==> config.mk <==
export PLATFORM = sky130hd
export DESIGN_NAME = target_position_stability_qualifier_top_flat
export DESIGN_NICKNAME = d
export VERILOG_FILES = /design/src/rtl/core/tpsq_pkg.sv /design/src/rtl/core/tpsq_if.sv /design/src/rtl/core/tpsq_regs.sv /design/src/rtl/core/target_position_stability_qualifier_top.sv /design/src/flat_wrapper.sv
export SDC_FILE = /design/constraint.sdc
export NUM_CORES = 2
export LEC_CHECK = 0
export ABC_CLOCK_PERIOD_IN_PS = 16000
export BUFFER_PORTS_ARGS = -buffer_cell sky130_fd_sc_hd__buf_2
export CAP_MARGIN = 40
export CORE_UTILIZATION = 50
export DETAILED_ROUTE_END_ITERATION = 16
export HOLD_SLACK_MARGIN = 0.12
export PLACE_DENSITY = 0.68
export SYNTH_ARGS = -nofsm -noshare
export SYNTH_HDL_FRONTEND = slang
export SYNTH_SLANG_ARGS = --single-unit
==> constraint.sdc <==
create_clock -name clk -period 16 [get_ports clk]
set_clock_uncertainty 0.1 [all_clocks]
set_input_delay 0.8 -clock clk [delete_from_list [all_inputs] [get_ports clk]]
set_output_delay 0.8 -clock clk [all_outputs]
set_load 0.01 [all_outputs]
==> src/rtl/core/tpsq_pkg.sv <==
// shared types, codes and constants for the position stability qualifier
package tpsq_pkg;

  // apb port geometry: four registers read and written as 32-bit words at byte addresses 0, 4, 8, 12
  localparam int DATA_W = 32;
  localparam int ADDR_W = 4;

  // field widths
  localparam int CMD_W  = 2;
  localparam int POS_W  = 16;
  localparam int CONF_W = 8;
  localparam int RAD_W  = 12;
  localparam int CNT_W  = 8;

  // squared radius and squared distance widths
  localparam int RSQ_W  = 2 * RAD_W;
  localparam int SQ_W   = 2 * POS_W;
  localparam int DIST_W = SQ_W + 1;

  // ring fill and run counters saturate at three
  localparam logic [1:0] RING_FULL = 2'd3;
  localparam logic [1:0] RUN_FULL  = 2'd3;

  // register reset values
  localparam logic [CONF_W-1:0] CONF_MIN_RST   = 8'd128;
  localparam logic [RAD_W-1:0]  RADIUS_RST     = 12'd32;
  localparam logic [RSQ_W-1:0]  RADIUS_SQ_RST  = 24'd1024;
  localparam logic [CNT_W-1:0]  WINDOW_RST     = 8'd32;
  localparam logic [CNT_W-1:0]  LOCK_MIN_RST   = 8'd30;

  // command codes
  typedef enum logic [CMD_W-1:0] {
    CMD_DETECT = 2'd0,
    CMD_LOCK   = 2'd1,
    CMD_CLEAR  = 2'd2
  } cmd_e;

  // register indexes
  typedef enum logic [1:0] {
    REG_CONF_MIN = 2'd0,
    REG_RADIUS   = 2'd1,
    REG_WINDOW   = 2'd2,
    REG_LOCK_MIN = 2'd3
  } reg_idx_e;

  // input word
  typedef struct packed {
    logic [CMD_W-1:0]  cmd;
    logic [POS_W-1:0]  pos_x;
    logic [POS_W-1:0]  pos_y;
    logic [CONF_W-1:0] confidence;
  } item_t;

  // result word
  typedef struct packed {
    logic position_stable;
    logic position_valid;
    logic lock_confirmed;
    logic window_closed;
  } result_t;

  // configuration seen by the datapath
  typedef struct packed {
    logic [CONF_W-1:0] confidence_min;
    logic [RAD_W-1:0]  stability_radius;
    logic [RSQ_W-1:0]  radius_sq;
    logic [CNT_W-1:0]  window_updates;
    logic [CNT_W-1:0]  lock_min_stable;
  } cfg_t;

endpackage

==> src/rtl/core/tpsq_if.sv <==
// valid/ready stream interfaces for input and result words
interface tpsq_item_if;
  import tpsq_pkg::*;
  logic  valid;
  logic  ready;
  item_t data;
  modport source (output valid, output data, input ready);
  modport sink (input valid, input data, output ready);
endinterface

interface tpsq_result_if;
  import tpsq_pkg::*;
  logic    valid;
  logic    ready;
  result_t data;
  modport source (output valid, output data, input ready);
  modport sink (input valid, input data, output ready);
endinterface

==> src/rtl/core/tpsq_regs.sv <==
// apb configuration registers with a precomputed squared radius
module tpsq_regs (
  input  logic                          clk,
  input  logic                          rst,
  input  logic                          psel,
  input  logic                          penable,
  input  logic                          pwrite,
  input  logic [tpsq_pkg::ADDR_W-1:0]   paddr,
  input  logic [tpsq_pkg::DATA_W-1:0]   pwdata,
  output logic [tpsq_pkg::DATA_W-1:0]   prdata,
  output logic                          pready,
  output tpsq_pkg::cfg_t                cfg
);
  import tpsq_pkg::*;

  logic              wr_en;
  reg_idx_e          idx;
  logic [RSQ_W-1:0]  rad_ext;
  logic [RSQ_W-1:0]  rad_sq_next;

  assign pready = 1'b1;
  assign wr_en  = psel && penable && pwrite;
  assign idx    = reg_idx_e'(paddr[ADDR_W-1:2]);

  // squared radius for the distance compares, stored with each radius write
  assign rad_ext     = RSQ_W'(pwdata[RAD_W-1:0]);
  assign rad_sq_next = rad_ext * rad_ext;

  // register writes
  always_ff @(posedge clk) begin
    if (rst) begin
      cfg.confidence_min   <= CONF_MIN_RST;
      cfg.stability_radius <= RADIUS_RST;
      cfg.radius_sq        <= RADIUS_SQ_RST;
      cfg.window_updates   <= WINDOW_RST;
      cfg.lock_min_stable  <= LOCK_MIN_RST;
    end else if (wr_en) begin
      case (idx)
        REG_CONF_MIN: cfg.confidence_min <= pwdata[CONF_W-1:0];
        REG_RADIUS: begin
          cfg.stability_radius <= pwdata[RAD_W-1:0];
          cfg.radius_sq        <= rad_sq_next;
        end
        REG_WINDOW:   cfg.window_updates  <= pwdata[CNT_W-1:0];
        REG_LOCK_MIN: cfg.lock_min_stable <= pwdata[CNT_W-1:0];
        default: ;
      endcase
    end
  end

  // read mux
  always_comb begin
    case (idx)
      REG_CONF_MIN: prdata = DATA_W'(cfg.confidence_min);
      REG_RADIUS:   prdata = DATA_W'(cfg.stability_radius);
      REG_WINDOW:   prdata = DATA_W'(cfg.window_updates);
      REG_LOCK_MIN: prdata = DATA_W'(cfg.lock_min_stable);
      default:      prdata = '0;
    endcase
  end

endmodule

==> src/rtl/core/target_position_stability_qualifier_top.sv <==
// position stability qualifier: input register, single-pass update, result register
//
//   port     dir   handshake      word
//   items    in    valid/ready    cmd, pos_x, pos_y, confidence
//   results  out   valid/ready    position_stable, position_valid, lock_confirmed,
//                                 window_closed
//   apb      in    psel/penable   confidence_min, stability_radius, window_updates,
//                                 lock_min_stable
//
// one word per cycle sustained while results.ready holds; each word passes the input register
// and then the result register, from which its result is offered
// the pass holds one distance square pair, a 33-bit add and compare against r*r
// rst is synchronous and clears the ring, run count, window counters and lock flag
// a stalled result holds both stages; items.ready follows results.ready in that case
module target_position_stability_qualifier_top (
  input  logic                          clk,
  input  logic                          rst,
  input  logic                          psel,
  input  logic                          penable,
  input  logic                          pwrite,
  input  logic [tpsq_pkg::ADDR_W-1:0]   paddr,
  input  logic [tpsq_pkg::DATA_W-1:0]   pwdata,
  output logic [tpsq_pkg::DATA_W-1:0]   prdata,
  output logic                          pready,
  tpsq_item_if.sink                     items,
  tpsq_result_if.source                 results
);
  import tpsq_pkg::*;

  cfg_t cfg;

  // input stage
  logic  in_valid;
  item_t in_word;
  logic  advance;

  // result stage
  logic    out_valid;
  result_t out_word;

  // qualifier state: newest centroid, the two latest squared moves, counters
  logic [POS_W-1:0]  last_x, last_y;
  logic [DIST_W-1:0] dist_new, dist_old;
  logic [1:0]        fill, stable_run;
  logic [CNT_W-1:0]  window_count, window_stable;
  logic              lock_flag;

  logic [POS_W-1:0]  last_x_next, last_y_next;
  logic [DIST_W-1:0] dist_new_next, dist_old_next;
  logic [1:0]        fill_next, stable_run_next;
  logic [CNT_W-1:0]  window_count_next, window_stable_next;
  logic              lock_flag_next;
  logic              closed;
  result_t           result_next;

  // datapath terms
  logic [POS_W-1:0]  dx, dy;
  logic [SQ_W-1:0]   dx_sq, dy_sq;
  logic [DIST_W-1:0] move_sq, rsq;
  logic              move_ok, stable_now, take_det;
  logic [CNT_W-1:0]  wc_inc, ws_inc;

  tpsq_regs u_regs (
    .clk     (clk),
    .rst     (rst),
    .psel    (psel),
    .penable (penable),
    .pwrite  (pwrite),
    .paddr   (paddr),
    .pwdata  (pwdata),
    .prdata  (prdata),
    .pready  (pready),
    .cfg     (cfg)
  );

  // handshake: a word moves on when the result register is free or being drained
  assign advance       = in_valid && (!out_valid || results.ready);
  assign items.ready   = !in_valid || advance;
  assign results.valid = out_valid;
  assign results.data  = out_word;

  // input register
  always_ff @(posedge clk) begin
    if (rst) begin
      in_valid <= 1'b0;
    end else if (items.valid && items.ready) begin
      in_valid <= 1'b1;
    end else if (advance) begin
      in_valid <= 1'b0;
    end
  end

  always_ff @(posedge clk) begin
    if (items.valid && items.ready) begin
      in_word <= items.data;
    end
  end

  // squared move from the newest centroid
  assign dx      = (in_word.pos_x >= last_x) ? in_word.pos_x - last_x : last_x - in_word.pos_x;
  assign dy      = (in_word.pos_y >= last_y) ? in_word.pos_y - last_y : last_y - in_word.pos_y;
  assign dx_sq   = SQ_W'(dx) * SQ_W'(dx);
  assign dy_sq   = SQ_W'(dy) * SQ_W'(dy);
  assign move_sq = DIST_W'(dx_sq) + DIST_W'(dy_sq);
  assign rsq     = DIST_W'(cfg.radius_sq);

  // an empty ring has no previous centroid, so the first detection counts as a good move
  assign move_ok    = (fill == 2'd0) || (move_sq <= rsq);
  assign stable_now = (fill == RING_FULL) && (stable_run == RUN_FULL) &&
                      (dist_new <= rsq) && (dist_old <= rsq);
  assign take_det   = (in_word.confidence >= cfg.confidence_min);
  assign wc_inc     = window_count + 1'b1;
  assign ws_inc     = stable_now ? window_stable + 1'b1 : window_stable;

  // next state and result for the word in the input register
  always_comb begin
    last_x_next        = last_x;
    last_y_next        = last_y;
    dist_new_next      = dist_new;
    dist_old_next      = dist_old;
    fill_next          = fill;
    stable_run_next    = stable_run;
    window_count_next  = window_count;
    window_stable_next = window_stable;
    lock_flag_next     = lock_flag;
    closed             = 1'b0;
    case (in_word.cmd)
      CMD_DETECT: begin
        if (take_det) begin
          last_x_next   = in_word.pos_x;
          last_y_next   = in_word.pos_y;
          dist_new_next = move_sq;
          dist_old_next = dist_new;
          fill_next     = (fill == RING_FULL) ? RING_FULL : fill + 1'b1;
          if (move_ok) begin
            stable_run_next = (stable_run == RUN_FULL) ? RUN_FULL : stable_run + 1'b1;
          end else begin
            stable_run_next = 2'd0;
          end
        end
      end
      CMD_LOCK: begin
        if (wc_inc >= cfg.window_updates) begin
          closed             = 1'b1;
          lock_flag_next     = (ws_inc >= cfg.lock_min_stable);
          window_count_next  = '0;
          window_stable_next = '0;
        end else begin
          window_count_next  = wc_inc;
          window_stable_next = ws_inc;
        end
      end
      CMD_CLEAR: begin
        fill_next          = 2'd0;
        stable_run_next    = 2'd0;
        window_count_next  = '0;
        window_stable_next = '0;
        lock_flag_next     = 1'b0;
      end
      default: ;
    endcase

    result_next.position_stable = (fill_next == RING_FULL) &&
                                  (stable_run_next == RUN_FULL) &&
                                  (dist_new_next <= rsq) && (dist_old_next <= rsq);
    result_next.position_valid  = (stable_run_next == RUN_FULL);
    result_next.lock_confirmed  = lock_flag_next;
    result_next.window_closed   = closed;
  end

  // control state
  always_ff @(posedge clk) begin
    if (rst) begin
      fill          <= 2'd0;
      stable_run    <= 2'd0;
      window_count  <= '0;
      window_stable <= '0;
      lock_flag     <= 1'b0;
      out_valid     <= 1'b0;
    end else begin
      if (advance) begin
        fill          <= fill_next;
        stable_run    <= stable_run_next;
        window_count  <= window_count_next;
        window_stable <= window_stable_next;
        lock_flag     <= lock_flag_next;
        out_valid     <= 1'b1;
      end else if (results.ready) begin
        out_valid     <= 1'b0;
      end
    end
  end

  // centroid, move distances and result word
  always_ff @(posedge clk) begin
    if (advance) begin
      last_x   <= last_x_next;
      last_y   <= last_y_next;
      dist_new <= dist_new_next;
      dist_old <= dist_old_next;
      out_word <= result_next;
    end
  end

endmodule
==> src/flat_wrapper.sv <==
// flat-port wrapper written by rule: the top's interface ports become plain ports
module target_position_stability_qualifier_top_flat import tpsq_pkg::*;
  (clk, rst, psel, penable, pwrite, paddr, pwdata, prdata, pready, items_valid, items_data, items_ready, results_valid, results_data, results_ready);
  tpsq_item_if items_i ();
  tpsq_result_if results_i ();
  input  logic clk;
  input  logic rst;
  input  logic psel;
  input  logic penable;
  input  logic pwrite;
  input  logic [tpsq_pkg::ADDR_W-1:0] paddr;
  input  logic [tpsq_pkg::DATA_W-1:0] pwdata;
  output logic [tpsq_pkg::DATA_W-1:0] prdata;
  output logic pready;
  input wire logic [$bits(items_i.valid)-1:0] items_valid;
  input wire logic [$bits(items_i.data)-1:0] items_data;
  output wire logic [$bits(items_i.ready)-1:0] items_ready;
  output wire logic [$bits(results_i.valid)-1:0] results_valid;
  output wire logic [$bits(results_i.data)-1:0] results_data;
  input wire logic [$bits(results_i.ready)-1:0] results_ready;
  assign items_i.valid = items_valid;
  assign items_i.data = items_data;
  assign items_ready = items_i.ready;
  assign results_valid = results_i.valid;
  assign results_data = results_i.data;
  assign results_i.ready = results_ready;
  target_position_stability_qualifier_top u_core (.clk(clk), .rst(rst), .psel(psel), .penable(penable), .pwrite(pwrite), .paddr(paddr), .pwdata(pwdata), .prdata(prdata), .pready(pready), .items(items_i), .results(results_i));
endmodule
==> summary.md <==
| Metric | Value |
|---|---|
| Sequential area share after synthesis | 17.4% |
| # IOs | 124 |
| Slew Limit Headroom | 38.1% |
| Fin nets | 4741 |
| Final setup TNS | 0 ns |
| Share of cells above drive strength 1 | 7.06% |
| Worst r2r dst | u_core.results.data[3] |
| DP Wirelength | 65600 microns |
| Min Clock Period, post-route | 13.81 ns |
| Worst-path clk slew | 0.06 ns |
| Most frequent CP cell | fa_1 |
| Post_cts resized | 0 |
| Max FO, Critical Path | 15 |
| Worst Reg-to-Reg Cells | 47 |
| Hold WC Path Type | primary input to register |
| HP Start | items_data[23] |
| Post-DRT Antenna Nets | 0 |
| Worst path slowest cell | o21ai_0 |
| Post-route DRC | 0 |
| First-pass GRT wire length | 132000 microns |
| Status | complete, no violations |
| CTS tree | yes |
| Max-Cap Viols | 0 |
| Syn-to-layout area delta | 6.66% |
| Antenna Cells | 0 |
| Pre-antenna DRT Iters | 5 |
| Final GP Congestion | 0.927 |
| CP Class | register to register |
| Pin slew with the least headroom to its limit | 0.928 ns |
| Total of flip-flops plus latches after synthesis | 225 |
| Fmax | 0.0724 GHz |
| CTS H-tree lvls | 1 |
| Mapped cell area | 34200 sq um |
| Starting DRT DRC Count | 1289 |
| Gr usage total | 23.4% |
| RSZ-0062 raised after global routing | no |
| CTS Root Cell | clkbuf_16 |
| Startpoint Class | register |
| Fin crit share | 86.3% |
| Synth warnings | 0 |
| Mapped Cells | 3684 |
| Ys flop type | edfxtp_1 |
| Die W | 264 microns |
| Largest net degree at the start of global routing | 72 |
| Post-CTS Setup Inserts | 0 |
| Post-synth EDFFs | 144 |
| IO buf count | 80 |
| Initial antenna violation count | 0 |
| Slew Limit Fails | 0 |
| Syn Area/Cell | 9.28 sq um |
| DIE HEIGHT | 264 microns |
| TritonCTS buffer count | 27 |
| Total Routed Length | 78900 microns |
| Core area | 67400 sq um |
| Remaining Overflow, GRT | 0 |
| Unique masters post-synth | 85 |
| Num Clock Sinks | 225 |
| Clk Latency, worst-skew pair | 0.59 ns |
| Total die area | 69500 sq um |
| Hold_buf cts | 0 |
| Fraction of registers with async set/reset | 0% |
| Vias in the first global route | 25569 |
| Critical path arrival | 14.13 ns |
| Max Root-Sink Buffers | 3 |
| Worst r2r src | u_core.in_word[24] |
| Post-DR vias/cell | 5.36 |
| WL per Instance | 17.1 microns |
| Setup violators final | 0 |
| Layout fillers | 6070 |
| Hold EP | u_core.in_word[23] |
| Reg-to-reg setup timing slack | 2.19 ns |
| Initial core utilization | 50.7% |
| Hold depth | 1 |
| Slowest Stage Delay on Critical Path | 0.68 ns |
| Cell row count | 95 |
| Worst EP required | 16.32 ns |
| Final hold violation count | 0 |
| CP Capture Type | register |
| Vias | 24789 |
-- metal layers --
| layer | vias to the layer above | wire length, microns | global-route usage, % |
|---|---|---|---|
| met2 | 601 | 37300 | 39.5 |
| li1 | 12005 | - | - |
| met1 | 12046 | 35100 | 31.6 |
| met4 | 0 | 2330 | 6.70 |
| met3 | 137 | 4170 | 2.86 |
| met5 | - | 0 | 0 |
-- critical path, delay by kind of cell, from the launching register on --
family          cells  cell delay, ns
flops               1            0.42
mux                 1            0.36
compound gates     13            3.61
fa+ha+maj          12            5.09
xor+xnor            3            0.84
buf+inv             8            0.87
simple gates       10            2.36
-- worst max-delay path by stage --
| stage | from | end | slack (ns) | depth (start not counted) |
|---|---|---|---|---|
| 2_1_floorplan | u_core.in_word[24] | u_core.stable_run[0] | 4.24 | 51 |
| 3_3_place_gp | u_core.in_word[24] | u_core.results.data[3] | 2.01 | 46 |
| 3_5_place_dp | u_core.in_word[24] | u_core.results.data[3] | 2.22 | 47 |
| 4_1_cts | u_core.in_word[24] | u_core.results.data[3] | 2.19 | 47 |
| 5_1_grt | u_core.in_word[24] | u_core.results.data[3] | 1.43 | 46 |
| 6_report | u_core.in_word[24] | u_core.results.data[3] | 2.19 | 47 |
-- cell families (layout without fill, tap and decap cells) --
logic type / after synthesis / after routing / synth area share [%]
adder cells (fa/ha/maj): 926 / 926 / 44.2
AND/OR/NAND/NOR: 900 / 900 / 12.1
buffers and inverters: 887 / 935 / 10.2
AO/OA/AOI/OAI: 585 / 585 / 11.3
flip-flops: 225 / 225 / 17.4
XOR/XNOR: 93 / 93 / 2.47
multiplexers: 66 / 66 / 2.33
other: 2 / 21 / 0.0220
-- registers in the layout (all words and copies together), names as in the netlist --
name and count:
u_core.u_regs.cfg 58, u_core.window_count 8, u_core.dist_new 33, u_core.stable_run 2, u_core.lock_flag 1, u_core.window_stable 8, u_core.results.valid 1, u_core.last_y 16
u_core.fill 2, u_core.dist_old 33, u_core.in_word 42, u_core.in_valid 1, u_core.last_x 16, u_core.results.data 4
-- area by class of cell --
cell class	count	area (sq um)	share of cell area, %
sequential	225	5950	16.3
clock buffer	31	701	1.92
tap	873	1090	2.99
inverter	757	2840	7.79
multi-input combinational	2591	24900	68.3
clock inverter	19	178	0.487
timing repair buffer	128	805	2.21
-- layout by cell type, fill, tap and decap left out, drive strengths merged, types with 31 or more instances in the layout --
cell type / netlist / layout
nor2: 249 / 249
edfxtp: 144 / 144
nor3: 33 / 33
inv: 753 / 756
and2: 68 / 68
buf: 52 / 127
nand2: 327 / 327
nand3: 43 / 43
xnor2: 64 / 64
a21o: 126 / 126
dfxtp: 81 / 81
a21oi: 180 / 180
o21ai: 94 / 94
nand2b: 32 / 32
nand4: 33 / 33
clkbuf: 78 / 31
mux2i: 31 / 31
ha: 454 / 454
fa: 472 / 472
-- per-stage QoR --
| stage | setup slack, ns | cells | hold WS [ns] | area, sq um | utilization, % |
|---|---|---|---|---|---|
| floorplan | 4.24 | 3703 | 0.331 | 34300 | - |
| global placement | 2.01 | 4563 | 0.339 | 35500 | 52.6 |
| detailed placement | 2.22 | 4574 | 0.345 | 35600 | 52.8 |
| CTS | 2.19 | 4624 | 0.266 | 36500 | 54.1 |
| global route | 1.43 | 4624 | 0.271 | 36500 | 54.1 |
| finish | 2.19 | 4624 | 0.286 | 36500 | 54.1 |
-- synth_stat cells, types with 20 or more instances --
cell type  number  area, sq um
edfxtp_1      144         4320
or2_2          27          169
xnor2_1        63          552
nor3_1         33          165
nor2b_1        21          131
dfxtp_1        81         1620
inv_1         751         2820
nor2_1        248          931
a21oi_1       178          891
ha_1          454         5680
mux2_2         26          293
fa_1          472         9450
and2_1         68          425
xor2_1         27          236
clkbuf_1       78          293
nand3_1        43          215
a211oi_1       25          188
buf_4          26          195
mux2i_1        31          310
nand2b_1       32          200
a21o_1        126          946
nand2_1       327         1230
o211ai_1       20          150
o21ai_0        89          445
nand4_1        32          200
Power is not shown: default switching activity piles up to over one toggle a cycle in this logic, so the estimate is an artifact.
